[config.mk]
export PLATFORM = sky130hd
export DESIGN_NAME = zcbm_seq
export DESIGN_NICKNAME = d
export VERILOG_FILES = /design/src/rtl/zcbm_pkg.sv /design/src/rtl/zcbm_seq.sv
export SDC_FILE = /design/constraint.sdc
export NUM_CORES = 1
export LEC_CHECK = 0
export BUFFER_PORTS_ARGS = -buffer_cell sky130_fd_sc_hd__buf_4
export CELL_PAD_IN_SITES_DETAIL_PLACEMENT = 1
export CELL_PAD_IN_SITES_GLOBAL_PLACEMENT = 2
export CORE_ASPECT_RATIO = 0.6
export CORE_MARGIN = 4
export CORE_UTILIZATION = 33
export CTS_CLUSTER_DIAMETER = 120
export DETAILED_ROUTE_END_ITERATION = 10
export PLACE_DENSITY = 0.79
export REMOVE_ABC_BUFFERS = 1
export SYNTH_ARGS = -nofsm -noshare
export SYNTH_HDL_FRONTEND = slang
export SYNTH_SLANG_ARGS = --single-unit
export TNS_END_PERCENT = 50
[constraint.sdc]
create_clock -name i_clk -period 6.96 [get_ports i_clk]
set_input_delay 2.088 -clock i_clk [delete_from_list [all_inputs] [get_ports i_clk]]
set_output_delay 2.088 -clock i_clk [all_outputs]
set_load 0.01 [all_outputs]
[src/rtl/zcbm_pkg.sv]
// Package for the zero-crossing band mask block: payload types, codes, sign helpers.
// No dependencies; zcbm_store, zcbm_seq and the top level import it.
`timescale 1ns / 1ps

package zcbm_pkg;

    localparam int SAMPLE_BITS = 16;

    localparam logic [1:0] MODE_WRITE   = 2'd0;
    localparam logic [1:0] MODE_COMPUTE = 2'd1;
    localparam logic [1:0] MODE_READ    = 2'd2;
    localparam logic [1:0] MODE_NOP     = 2'd3;

    localparam logic [1:0] CFG_SIZE_X = 2'd0;
    localparam logic [1:0] CFG_SIZE_Y = 2'd1;
    localparam logic [1:0] CFG_SIZE_Z = 2'd2;
    localparam logic [1:0] CFG_RADIUS = 2'd3;

    // map word bit per pass: cell hit, z-dilated, y-dilated, update flag
    localparam logic [1:0] PASS_HIT = 2'd0;
    localparam logic [1:0] PASS_Z   = 2'd1;
    localparam logic [1:0] PASS_Y   = 2'd2;
    localparam logic [1:0] PASS_X   = 2'd3;

    typedef struct packed {
        logic [1:0]                    mode;
        logic [4:0]                    pos_x;
        logic [4:0]                    pos_y;
        logic [4:0]                    pos_z;
        logic signed [SAMPLE_BITS-1:0] sample;
    } t_in;

    typedef struct packed {
        logic update_flag;
        logic coord_error;
    } t_out;

    typedef struct packed {
        logic neg;
        logic zero;
    } t_dist;

    typedef struct packed {
        logic dist_we;
        logic dist_re;
        logic map_we;
        logic map_re;
    } t_mem_ctl;

    function automatic logic crosses(input t_dist a, input t_dist b);
        return a.zero | b.zero | (a.neg ^ b.neg);
    endfunction

    function automatic t_dist dist_of(input logic signed [SAMPLE_BITS-1:0] s);
        t_dist d;
        d.neg  = s[SAMPLE_BITS-1];
        d.zero = (s == '0);
        return d;
    endfunction

endpackage

[src/rtl/zcbm_seq.sv]
// Compute sweep: four passes over the volume (cell hit, then box dilation along z, y, x).
// Issues one memory read per cycle while issuing taps and writes each voxel's map word back. Uses zcbm_pkg.
`timescale 1ns / 1ps

module zcbm_seq #(
    parameter int MAX_DIM = 32
) (
    input  logic                        i_clk,
    input  logic                        i_rst_n,
    input  logic                        i_start,
    input  logic [8:0]                  i_eff_x,
    input  logic [8:0]                  i_eff_y,
    input  logic [8:0]                  i_eff_z,
    input  logic [1:0]                  i_radius,
    output logic                        o_done,
    output zcbm_pkg::t_mem_ctl          o_ctl,
    output logic [3*$clog2(MAX_DIM)-1:0] o_raddr,
    output logic [3*$clog2(MAX_DIM)-1:0] o_waddr,
    output logic [3:0]                  o_wdata,
    input  zcbm_pkg::t_dist             i_dist_q,
    input  logic [3:0]                  i_map_q
);
    import zcbm_pkg::*;

    localparam int AW = $clog2(MAX_DIM);
    localparam int EW = AW + 1;
    localparam int TW = AW + 2;
    localparam logic [AW-1:0] LAST = AW'(MAX_DIM - 1);

    localparam logic [1:0] S_IDLE  = 2'd0;
    localparam logic [1:0] S_ISSUE = 2'd1;
    localparam logic [1:0] S_FIN   = 2'd2;

    logic [1:0]    r_state, n_state;
    logic [1:0]    r_pass;
    logic [AW-1:0] r_x, r_y, r_z;
    logic [2:0]    r_tap;
    logic          r_dv;
    logic [2:0]    r_dtap;
    logic          r_dtv;
    logic          r_dcen;
    logic          r_acc;
    t_dist         r_first;
    logic [3:0]    r_cen;

    logic [EW-1:0]        ex, ey, ez, eff_axis;
    logic [2:0]           ntaps_m1;
    logic signed [4:0]    off;
    logic [AW-1:0]        base;
    logic signed [TW-1:0] tc;
    logic                 tap_ok;
    logic                 is_cen;
    logic [AW-1:0]        ax, ay, az;
    logic                 contrib, acc_now, org_ok, vox_ok, last_vox;
    logic [3:0]           cen_now, wd;

    assign ex = i_eff_x[AW:0];
    assign ey = i_eff_y[AW:0];
    assign ez = i_eff_z[AW:0];

    always_comb begin
        ntaps_m1 = (r_pass == PASS_HIT) ? 3'd7 : {i_radius, 1'b1};
        off      = $signed({2'b0, r_tap}) - $signed({3'b0, i_radius}) - 5'sd1;
        case (r_pass)
            PASS_Z:  begin base = r_z; eff_axis = ez; end
            PASS_Y:  begin base = r_y; eff_axis = ey; end
            default: begin base = r_x; eff_axis = ex; end
        endcase
        tc     = $signed({2'b0, base}) + TW'(off);
        tap_ok = !tc[TW-1] && (tc < $signed({1'b0, eff_axis}));
        is_cen = (r_tap == ({1'b0, i_radius} + 3'd1));
        ax = r_x;
        ay = r_y;
        az = r_z;
        case (r_pass)
            PASS_HIT: begin
                ax = r_x + AW'(r_tap[2]);
                ay = r_y + AW'(r_tap[1]);
                az = r_z + AW'(r_tap[0]);
            end
            PASS_Z:  az = tc[AW-1:0];
            PASS_Y:  ay = tc[AW-1:0];
            default: ax = tc[AW-1:0];
        endcase
    end

    always_comb begin
        if (r_pass == PASS_HIT) begin
            contrib = (r_dtap != 3'd0) && crosses(r_first, i_dist_q);
        end else begin
            contrib = r_dtv & i_map_q[r_pass - 2'd1];
        end
        acc_now  = r_acc | (r_dv & contrib);
        cen_now  = (r_dv && r_dcen) ? i_map_q : r_cen;
        org_ok   = (({1'b0, r_x} + EW'(1)) < ex) && (({1'b0, r_y} + EW'(1)) < ey)
                && (({1'b0, r_z} + EW'(1)) < ez);
        vox_ok   = ({1'b0, r_x} < ex) && ({1'b0, r_y} < ey) && ({1'b0, r_z} < ez);
        last_vox = (r_x == LAST) && (r_y == LAST) && (r_z == LAST);
        if (r_pass == PASS_HIT) begin
            wd = {3'b0, acc_now & org_ok};
        end else begin
            wd         = cen_now;
            wd[r_pass] = acc_now & vox_ok;
        end
    end

    always_comb begin
        n_state = r_state;
        unique case (r_state)
            S_IDLE:  if (i_start) n_state = S_ISSUE;
            S_ISSUE: if (r_tap == ntaps_m1) n_state = S_FIN;
            S_FIN:   n_state = (last_vox && r_pass == PASS_X) ? S_IDLE : S_ISSUE;
            default: n_state = S_IDLE;
        endcase
    end

    always_ff @(posedge i_clk) begin
        if (!i_rst_n) begin
            r_state <= S_IDLE;
            r_dv    <= 1'b0;
            r_pass  <= PASS_HIT;
        end else begin
            r_state <= n_state;
            r_dv    <= (r_state == S_ISSUE);
            if (r_state == S_IDLE && i_start) begin
                r_pass <= PASS_HIT;
            end else if (r_state == S_FIN && last_vox) begin
                r_pass <= r_pass + 2'd1;
            end
        end
    end

    always_ff @(posedge i_clk) begin
        r_dtap <= r_tap;
        r_dtv  <= tap_ok;
        r_dcen <= is_cen;
        if (r_dv && r_pass == PASS_HIT && r_dtap == 3'd0) begin
            r_first <= i_dist_q;
        end
        if (r_dv && r_dcen) begin
            r_cen <= i_map_q;
        end
        case (r_state)
            S_IDLE: begin
                r_x   <= '0;
                r_y   <= '0;
                r_z   <= '0;
                r_tap <= '0;
                r_acc <= 1'b0;
            end
            S_ISSUE: begin
                r_tap <= r_tap + 3'd1;
                r_acc <= acc_now;
            end
            default: begin
                r_tap <= '0;
                r_acc <= 1'b0;
                if (r_z == LAST) begin
                    r_z <= '0;
                    if (r_y == LAST) begin
                        r_y <= '0;
                        r_x <= (r_x == LAST) ? '0 : r_x + AW'(1);
                    end else begin
                        r_y <= r_y + AW'(1);
                    end
                end else begin
                    r_z <= r_z + AW'(1);
                end
            end
        endcase
    end

    assign o_ctl.dist_we = 1'b0;
    assign o_ctl.dist_re = (r_state == S_ISSUE) && (r_pass == PASS_HIT);
    assign o_ctl.map_re  = (r_state == S_ISSUE) && (r_pass != PASS_HIT);
    assign o_ctl.map_we  = (r_state == S_FIN);
    assign o_raddr       = {ax, ay, az};
    assign o_waddr       = {r_x, r_y, r_z};
    assign o_wdata       = wd;
    assign o_done        = (r_state == S_FIN) && last_vox && (r_pass == PASS_X);

endmodule

# After elaboration in Yosys (flattened, before gate mapping)
# Cells that the tools add are included.
# word_totals
ff_bits,35
out_inout_bits,39
elab_cells,120
# classes
n_addsub,16
n_lt_le_gt_ge,10
n_eq_ne,12
mux,27
n_bitwise,10
reduce_logical,31
# ops
cell,n
$pmux W5 S2,7
$mux W5,6
$add A5 B1 Y6 const B,3
$logic_and A1 B1 Y1,18
$lt A5 B6 Y1,3
$lt A6 B6 Y1,3
$add A5 B1 Y5,3
$add A5 B1 Y5 const B,3
$eq A5 B5 Y1 const B,3
$pmux W6 S2,1
$mux W4,2
$add A6 B5 Y7,1
$lt A7 B7 Y1,1
$eq A2 B2 Y1 const B,3
$eq A3 B3 Y1,2
$lt A2 B3 Y1 const B,2
$pmux W2 S3,1
$reduce_bool A2 Y1,3
$sub A4 B2 Y5 const B,1
$and A1 B1 Y1,4
$bwmux W4,1
$eq A2 B1 Y1 const B,2
$logic_not A2 Y1,2
$mux W1,4
other kinds (20),27

# Longest topological paths before layout
# Gate-level depths: netlist (run 1).
# logic_depth
ltp_word,10
mapped_depth,19
mapped_depth_nobuf,17

# Worst setup path after synthesis (run 1)
# OpenSTA, ideal clock, no wires.
# synth_timing
path_type,input port to output port
startpoint,input port i_radius[0]
endpoint,output port o_raddr[3]
arrival_time_ps,4217
t_required_ps,4872
slack_ps,655
cell_stages,10
n_path_buf,0
path_cell_list,ha_1 inv_1 fa_1 inv_1 ha_1 inv_1 ha_1 fa_1 xor2_1 a221o_1
# synth_between
elab_chain_cells,4
# synth_rtl
element,line_no,source
"start, declared",zcbm_seq.sv:14,"input logic [1:0] i_radius,"
$sub A3 B2 Y4,zcbm_seq.sv:63,"off = $signed({2'b0, r_tap}) - $signed({3'b0, i_radius}) - 5'sd1;"
$sub A4 B2 Y5,zcbm_seq.sv:63,
$add A6 B5 Y7,zcbm_seq.sv:69,"tc = $signed({2'b0, base}) + TW'(off);"
$pmux W5 S2,zcbm_seq.sv:75,case (r_pass)
"end, declared",zcbm_seq.sv:17,"output logic [3*$clog2(MAX_DIM)-1:0] o_raddr,"
# Every way passes these cells.

# Worst setup path in the final report (run 1)
# layout_timing
startpoint,input port i_radius[1]
endpoint,output port o_raddr[9]
# Same word-level chain as after synthesis.

==> results of run 1 <==
worst register-to-register path, delay by kind of cell (launching register included):
family / cells / cell delay, ps
adder cells (fa/ha/maj): 5 / 2300
buffers and inverters: 2 / 160
AO/OA/AOI/OAI: 4 / 1240
flip-flops: 1 / 440
layer usage:
metal	vias up	GRT usage	wire length, microns
li1	1571	-	-
met1	1547	0.290	6310
met2	88	0.295	4930
met3	10	0.0400	637
met4	0	0.0387	137
met5	-	0	0
power groups by stage:
stage,Sequential [mW],Clock (mW),Combinational [mW]
3_3_place_gp,0.315,0,0.436
2_1_floorplan,0.300,0,0.256
5_1_grt,0.319,0.227,0.521
4_1_cts,0.312,0.217,0.453
6_report,0.313,0.213,0.465
3_5_place_dp,0.316,0,0.451
kinds of logic (layout without fill, tap and decap cells):
kind of cell | after synthesis | count (layout) | share of synthesized area
simple gates | 132 | 132 | 0.191
compound gates | 95 | 95 | 0.193
fa+ha+maj | 63 | 63 | 0.235
buf+inv | 52 | 112 | 0.0601
flops | 35 | 35 | 0.252
xor+xnor | 17 | 17 | 0.0431
mux | 7 | 7 | 0.0254
other cells | 1 | 1 | 0.00109
layout make-up:
| cell class | instances | area (sq um) |
|---|---|---|
| clock inverter | 1 | 5.00 |
| clock buffer | 7 | 133 |
| tap | 135 | 169 |
| multi-input combinational | 315 | 2400 |
| timing repair buffer | 70 | 526 |
| fill | 1223 | 5790 |
| inverter | 34 | 128 |
| sequential | 35 | 871 |
registers in the layout (all words and copies together), names as in the netlist:
| signal | cells |
|---|---|
| r_acc | 1 |
| r_pass | 2 |
| r_x | 5 |
| r_tap | 3 |
| r_state | 2 |
| r_cen | 4 |
| r_z | 5 |
| r_y | 5 |
| r_dcen | 1 |
| r_dtv | 1 |
| r_dv | 1 |
| r_dtap | 3 |
| r_first | 2 |
metrics by stage:
step	instances	worst slack (ps)	util	instance area, sq um	total power, mW
finish	597	126	0.422	4230	0.990
global route	597	19.0	0.422	4230	1.07
CTS	597	36.5	0.420	4210	0.983
detailed placement	589	47.2	0.406	4070	0.767
global placement	589	96.5	0.406	4070	0.750
floorplan	384	655	-	3370	0.557
cell usage in the layout, fill, tap and decap left out, drive strengths merged, types with 4 or more instances in the layout:
master	Yosys	layout
xor2	10	10
a221o	6	6
a22oi	14	14
edfxtp	17	17
nand2	35	35
a21o	8	8
nor3	9	9
nand3	18	18
a21oi	17	17
ha	60	60
and2	14	14
buf	7	70
nor3b	7	7
dfxtp	18	18
mux2	4	4
inv	34	34
nor2	27	27
o211ai	5	5
nor2b	9	9
xnor2	7	7
clkbuf	11	7
o21ai	23	23
path summary, 6_finish.rpt:
| path | start | cells past startpoint | to | slack, ps |
|---|---|---|---|---|
| min | r_cen[1] | 1 | r_cen[1] | 480 |
| max | i_radius[1] | 12 | o_raddr[9] | 130 |
| min reg2reg | r_cen[1] | 1 | r_cen[1] | 480 |
| max reg2reg | r_pass[0] | 11 | r_dtv | 2680 |
==> run metrics, run 1 <==
Num CTS Buffers=5; Int Pwr=0.603 mW; Mean Syn Cell Area=8.59 sq um; number of port buffers=66; Setup Buffers After CTS=0; DR WL/cell=20.1 microns; Area Overhead vs Synth=22.4%; CTS resizes=0; first-pass GRT wire length=18.5 mm; Hold Buf Count CTS=0; Comb power frac=0.470; LEAKAGE=1.91 nW; initial antenna violation count=0; Max-cap violations=0; Crit Path Max Fanout=5; outcome=completed; worst path cell trace=buf_4 > inv_1 > ha_1 > a211o_1 > ha_1 > inv_1 > ha_1 > a21oi_1 > and2_1 > xor2_4 > a221o_1 > buf_4; CTS clock-pin slew for the worst setup and hold paths=50 ps; final max-slew violation count=0; Max stage delay on crit path=370 ps; Iteration-0 DRC Markers=197; number of global-route vias before repair=3268; EDFF count, synth=17; GRT Util Overall=0.196; die area=12200 sq um; Reg power frac=0.316; CP required=4870 ps; Primary FF master, synth=dfxtp_1; Peak VDD IR=0.104 mV; RSZ-0062 raised after global routing=no; most used cell, CP=ha_1; row count=28; Congestion Overflow GR=0; H-tree depth=2; Critical-path top delay cell=a221o_1; root buf cell=clkbuf_16; top cell type's share of synthesized area=0.217; Starting Density=0.345; clock buffer depth=2; Syn Std Cell Area=3450 sq um; top-count cell post-synth=ha_1; crit end category=output pin; I/O pin cnt=77; placer congestion estimate=0.842; clock sink count=35; post-synthesis register bit count=35; Worst-Skew Late Latency=280 ps; synth top area cells=ha_1 22%, edfxtp_1 15%, dfxtp_1 10%; fmax=0.146 GHz; Startpoint Class=input port; clock network fraction of total power=0.215; Arr. time, crit path=4750 ps; Cell variety after synth=52; period utilisation layout=0.982; via count=3216; DIE HEIGHT=87.3 microns; post-synth top area cell=ha_1; PwrDens=234 nW/um^2; hold_ws=481 ps; Sw Share=0.392; CTS tree=done; Final TNS setup=0 ps; pin count of the biggest net entering global routing=30; Net Sw Power=0.388 mW; Slew HR=0.291; fin nets=562; worst path bufs/invs=4; number of synthesis warnings=0; Post-DP HPWL=9.70 mm; # setup viols final=0; top post-synthesis cells by count=60 x ha_1, 35 x nand2_1, 34 x inv_1; Hold Violations, Final=0; antenna cells=0; Final Skew=2.76 ps; WS Path Type=in -> out; Async SR Flop Fraction=0; Detail Route Antenna Nets=0; Core Region=10000 sq um; Worst Max-Slew Pin Slew=1050 ps; HP Class=reg -> reg; Seq/Total Area, Yosys=0.252; DRT Pass-1 Iters=5; CP delay by family, top=adder cells; Final Critical Period=6830 ps; Routed Wire Length=12.0 mm; die width=140 microns; DRC Markers=0; Vias/cell=5.39; Cells after Synth=402; share of cells above drive strength 1=0.186
Power figures use the tool's default switching activity.
==> inputs of run 2 (changes only) <==
--- a/config.mk
+++ b/config.mk
@@ -8,13 +8,12 @@
 export BUFFER_PORTS_ARGS = -buffer_cell sky130_fd_sc_hd__buf_4
 export CELL_PAD_IN_SITES_DETAIL_PLACEMENT = 1
 export CELL_PAD_IN_SITES_GLOBAL_PLACEMENT = 2
-export CORE_ASPECT_RATIO = 0.6
 export CORE_MARGIN = 4
 export CORE_UTILIZATION = 33
 export CTS_CLUSTER_DIAMETER = 120
 export DETAILED_ROUTE_END_ITERATION = 10
+export GPL_TIMING_DRIVEN = 0
 export PLACE_DENSITY = 0.79
-export REMOVE_ABC_BUFFERS = 1
 export SYNTH_ARGS = -nofsm -noshare
 export SYNTH_HDL_FRONTEND = slang
 export SYNTH_SLANG_ARGS = --single-unit
==> run 2 against run 1 <==
Net effect: global-route usage grew 0.94 points; sequential power down 3%; clock skew grew 4.9 ps; maximum frequency increased by 0.39%; routed wire length down 0.70%; total power fell by 6.7%; die area fell by 0.44%; hold slack worse by 93 ps; flip-flop and latch count stayed put; largest power group unchanged.
==> run metrics, run 2 (same netlist as run 1, synthesis figures left out) <==
fin nets=576 (was 562); row count=37 (was 28); number of nets produced by synthesis=503; DR WL/cell=19.5 microns (was 20.1 microns); Congestion Overflow GR=0 (unchanged); outcome=completed (unchanged); period utilisation layout=0.978 (was 0.982); die width=110 microns (was 140 microns); Peak VDD IR=0.125 mV (was 0.104 mV); Crit Path Max Fanout=5 (unchanged); Final TNS setup=0 ps (unchanged); Max stage delay on crit path=480 ps (was 370 ps); Slew HR=0.453 (was 0.291); DRT Pass-1 Iters=4 (was 5); Detail Route Antenna Nets=0 (unchanged); Core Region=10300 sq um (was 10000 sq um); Routed Wire Length=11.9 mm (was 12.0 mm); met1 WL=5.56 mm (was 6.31 mm); HP Class=reg -> reg (unchanged); Vias/cell=5.34 (was 5.39); via count=3270 (was 3216); first-pass GRT wire length=18.7 mm (was 18.5 mm); LEAKAGE=1.92 nW (was 1.91 nW); final max-slew violation count=0 (unchanged); metal3 WL=357 microns (was 637 microns); Critical-path top delay cell=fa_1 (was a221o_1); Arr. time, crit path=4720 ps (was 4750 ps); Post-DP HPWL=9.76 mm (was 9.70 mm); Top Registers=r_x (5), r_y (5), r_z (5) (unchanged); # setup viols final=0 (unchanged); Startpoint Class=input port (unchanged); worst path bufs/invs=5 (was 4); Final Critical Period=6810 ps (was 6830 ps); Worst-Skew Late Latency=300 ps (was 280 ps); Starting Density=0.336 (was 0.345); placer congestion estimate=0.870 (was 0.842); H-tree depth=2 (unchanged); crit end category=output pin (unchanged); I/O pin cnt=77 (unchanged); clock buffer depth=2 (unchanged); Max-cap violations=0 (unchanged); root buf cell=clkbuf_8 (was clkbuf_16); DRC Markers=0 (unchanged); die area=12200 sq um (about the same); Worst Max-Slew Pin Slew=814 ps (was 1050 ps); number of port buffers=66 (unchanged); Tot Pwr=0.924 mW (was 0.990 mW); highest metal used=met4 (unchanged); share of cells above drive strength 1=0.187 (was 0.186); fmax=0.147 GHz (was 0.146 GHz); Final Skew=7.65 ps (was 2.76 ps); worst path cell trace=buf_4 > ha_1 > inv_1 > fa_1 > inv_1 > ha_1 > inv_1 > ha_1 > fa_1 > xor2_1 > a221o_1 > buf_4 (was buf_4 > inv_1 > ha_1 > a211o_1 > ha_1 > inv_1 > ha_1 > a21oi_1 > and2_1 > xor2_4 > a221o_1 > buf_4); Area Overhead vs Synth=22.6% (was 22.4%); Hold Violations, Final=0 (unchanged); commonest cells after routing, fill and taps aside=68 x buf_4, 60 x ha_1, 35 x nand2_1 (was 70 x buf_4, 60 x ha_1, 35 x nand2_1); CP required=4870 ps (about the same); WL met2=5.72 mm (was 4.93 mm); GRT Util Overall=0.205 (was 0.196); Iteration-0 DRC Markers=177 (was 197); Num CTS Buffers=5 (unchanged); Hold Buf Count CTS=0 (unchanged); pin count of the biggest net entering global routing=13 (was 30); PwrDens=218 nW/um^2 (was 234 nW/um^2); RSZ-0062 raised after global routing=no (unchanged); DIE HEIGHT=110 microns (was 87.3 microns); initial antenna violation count=0 (unchanged); WS Path Type=in -> out (unchanged); antenna cells=0 (unchanged); number of global-route vias before repair=3469 (was 3268); CTS clock-pin slew for the worst setup and hold paths=80 ps (was 50 ps); CTS tree=done (unchanged); clock sink count=35 (unchanged); commonest non-fill, non-tap cell in the layout=buf_4 (unchanged); CP delay by family, top=adder cells (unchanged)
[run 2: stage by stage]
step | hold slack, ps | instance area [sq um] | cells | setup WS [ps] | util
after floorplan | 353 | 3450 | 402 | 655 | -
after global placement | 371 | 4120 | 604 | 85.9 | 0.401
after detailed placement | 381 | 4120 | 604 | 72.4 | 0.401
after CTS | 393 | 4230 | 612 | 68.7 | 0.411
after global routing | 419 | 4240 | 612 | 2.11 | 0.412
final | 388 | 4240 | 612 | 152 | 0.412
[run 2: final timing paths]
kind               start          to  slack, ps  depth (start not counted)
min reg2reg     r_tap[2]   r_dtap[2]        390                          0
max          i_radius[0]  o_raddr[8]        150                         12
max reg2reg    r_pass[0]       r_dtv       2800                         13
min             r_tap[2]   r_dtap[2]        390                          0
[run 2: report_power, final]
group          internal (mW)  total, mW  switching [mW]  leakage [nW]
registers              0.257      0.303          0.0452         0.322
clock network         0.0924      0.182          0.0891        0.0563
logic                  0.194      0.440           0.247          1.54
[run 2: area by class of cell]
cell class / instances / area (sq um)
clock inverter: 2 / 13.8
timing repair buffer: 66 / 495
multi-input combinational: 315 / 2380
inverter: 34 / 128
fill: 1265 / 6040
buffer: 18 / 80.1
sequential: 35 / 871
tap: 136 / 170
clock buffer: 6 / 93.8
[run 2: metal layers]
metal,global-route usage,up-vias
met5,0,-
met4,0.0651,0
met3,0.0262,20
met2,0.345,66
met1,0.273,1591
li1,-,1593
[run 2: repair_timing]
| item | 4_1_cts | 5_1_grt |
|---|---|---|
| endpoints found under the setup margin | 0 | 3 |
| buffers inserted | 0 | 0 |
| resized for setup | 0 | 1 |
==> inputs of run 3 (changes only) <==
==> constraint.sdc (replaced) <==
create_clock -name i_clk -period 6.96 [get_ports i_clk]
set_input_delay 1.044 -clock i_clk [delete_from_list [all_inputs] [get_ports i_clk]]
set_output_delay 1.044 -clock i_clk [all_outputs]
set_load 0.01 [all_outputs]
==> run 3 against run 2 <==
Net effect: via count about the same; final cell count unchanged; count of clock-buffer cells in the layout unchanged; core utilization fell by 0.073 points; final area down 0.18%; setup slack gained 1800 ps; non-clock buffer count did not move; critical path type is now reg -> out; largest cell class unchanged; largest power group unchanged.
==> run metrics, run 3 (same netlist as run 1, synthesis figures left out) <==
Core Region=10300 sq um (unchanged); Sequential cell area=871 sq um (unchanged); pin count of the biggest net entering global routing=13 (unchanged); Critical-path top delay cell=xor2_1 (was fa_1); WHS Path Cells=0 (unchanged); clock sink count=35 (unchanged); first-pass GRT wire length=18.7 mm (unchanged); hold_ws=388 ps (about the same); LEAKAGE=1.92 nW (about the same); critical hold path startpoint=r_tap[2] (unchanged); DRT Pass-1 Iters=4 (unchanged); root buf cell=clkbuf_8 (unchanged); Post-DP HPWL=9.76 mm (unchanged); fmax=0.201 GHz (was 0.147 GHz); Final Core Density=0.411 (was 0.412); pre-CTS setup slack=2160 ps (was 72.4 ps); end of the worst hold path=r_dtap[2] (unchanged); RSZ-0062 raised after global routing=no (unchanged); Final Critical Period=4990 ps (was 6810 ps); CTS resizes=0 (unchanged); slack of the critical path=1970 ps (was 152 ps); fin nets=576 (unchanged); CTS clock-pin slew for the worst setup and hold paths=80 ps (about the same); PwrDens=218 nW/um^2 (about the same); die width=110 microns (unchanged); Area Overhead vs Synth=22.4% (was 22.6%); Worst Max-Slew Pin Slew=794 ps (was 814 ps); multi-input logic area=2380 sq um (about the same); # setup viols final=0 (unchanged); FILL cells=1265 (unchanged); Congestion Overflow GR=0 (unchanged); R2R depth=13 (unchanged); via count=3269 (was 3270); number of nets produced by synthesis=503 (unchanged); commonest non-fill, non-tap cell in the layout=buf_4 (unchanged); Detail Route Antenna Nets=0 (unchanged); Hold Buf Count CTS=0 (unchanged); Routed Wire Length=11.9 mm (about the same); initial antenna violation count=0 (unchanged); I/O pin cnt=77 (unchanged); number of port buffers=66 (unchanged); CP required=5920 ps (was 4870 ps); worst r2r src=r_pass[0] (unchanged); crit end category=output pin (unchanged); Num CTS Buffers=5 (unchanged); Worst-Skew Late Latency=300 ps (about the same); worst path cell trace=ha_1 > buf_2 > clkbuf_1 > a22oi_1 > nand2_1 > o21ai_0 > ha_1 > inv_1 > ha_1 > a21oi_1 > and2_1 > xor2_1 > nand2_1 > o21ai_0 > buf_4 (was buf_4 > ha_1 > inv_1 > fa_1 > inv_1 > ha_1 > inv_1 > ha_1 > fa_1 > xor2_1 > a221o_1 > buf_4); DR WL/cell=19.5 microns (about the same); clock buffer depth=2 (unchanged); Final Skew=6.54 ps (was 7.65 ps); die area=12200 sq um (unchanged); Startpoint Class=flop (was input port); Worst R2R Setup Slack=2800 ps (about the same); Iteration-0 DRC Markers=174 (was 177); share of cells above drive strength 1=0.185 (was 0.187); CP delay by family, top=buffers and inverters (was adder cells); final max-slew violation count=0 (unchanged); placer congestion estimate=0.870 (unchanged); antenna cells=0 (unchanged); row count=37 (unchanged); commonest cells after routing, fill and taps aside=68 x buf_4, 60 x ha_1, 35 x nand2_1 (unchanged); WS Path Type=reg -> out (was in -> out); worst path bufs/invs=4 (was 5); CTS tree=done (unchanged); DRC Markers=0 (unchanged); Peak VDD IR=0.124 mV (was 0.125 mV); DIE HEIGHT=110 microns (unchanged); most used cell, CP=ha_1; number of global-route vias before repair=3469 (unchanged); GRT Util Overall=0.205 (unchanged); period utilisation layout=0.716 (was 0.978); HP Class=reg -> reg (unchanged); Starting Density=0.336 (unchanged); H-tree depth=2 (unchanged); Max-cap violations=0 (unchanged); Final TNS setup=0 ps (unchanged); Setup Buffers After CTS=0 (unchanged); Top Registers=r_x (5), r_y (5), r_z (5) (unchanged); Hold Violations, Final=0 (unchanged); Slew HR=0.466 (was 0.453); Tot Pwr=0.920 mW (was 0.924 mW); Arr. time, crit path=3940 ps (was 4720 ps); Crit Path Max Fanout=10 (was 5); Vias/cell=5.34 (about the same); outcome=completed (unchanged); Max stage delay on crit path=480 ps (about the same); R2R Path End=r_dtv (unchanged)
[run 3: stage by stage]
step,cell area [sq um],std cells
floorplan,3450,402
global placement,4120,604
detailed placement,4120,604
CTS,4230,612
global route,4230,612
finish,4230,612
[run 3: worst max-delay path by stage]
stage	to	slack, ps	start	cells past startpoint
after global routing	o_raddr[14]	1630	r_pass[0]	15
after global placement	o_raddr[14]	2170	i_radius[1]	13
after detailed placement	o_raddr[9]	2160	i_radius[1]	12
final	o_raddr[14]	1970	r_pass[0]	15
after CTS	o_raddr[9]	1980	r_pass[0]	14
after floorplan	o_raddr[3]	2740	i_radius[0]	10
[run 3: final cells by class]
cell class              count  area share
plain buffers              18      0.0189
clock buffers               6      0.0222
clock inverters             2     0.00326
inverters                  34      0.0302
multi-input cells         315       0.562
flip-flops and latches     35       0.206
well taps                 136      0.0402
repair buffers             66       0.117
[run 3: worst reg2reg max path, stage by stage, from the launching register on]
cell and delay [ps]:
dfxtp_1 460, inv_1 110, ha_1 340, buf_4 190
clkbuf_1 390, o21ai_0 210, ha_1 310, inv_1 40
ha_1 220, fa_1 580, ha_1 270, a2111oi_0 460
o2bb2ai_1 160, o31ai_1 310
[run 3: per-layer routing]
layer	vias to the layer above	GRT usage	share of wire	wire, microns
li1	1595	-	-	-
met1	1583	0.273	0.47	5560
met2	69	0.345	0.48	5680
met3	22	0.0262	0.030	353
met4	0	0.0651	0.028	333
met5	-	0	0	0
[run 3: power breakdown]
group          internal, mW  leakage, nW  switching, mW
registers             0.257        0.322         0.0450
logic                 0.192         1.54          0.245
clock network        0.0924       0.0563         0.0885
total                 0.542         1.92          0.379
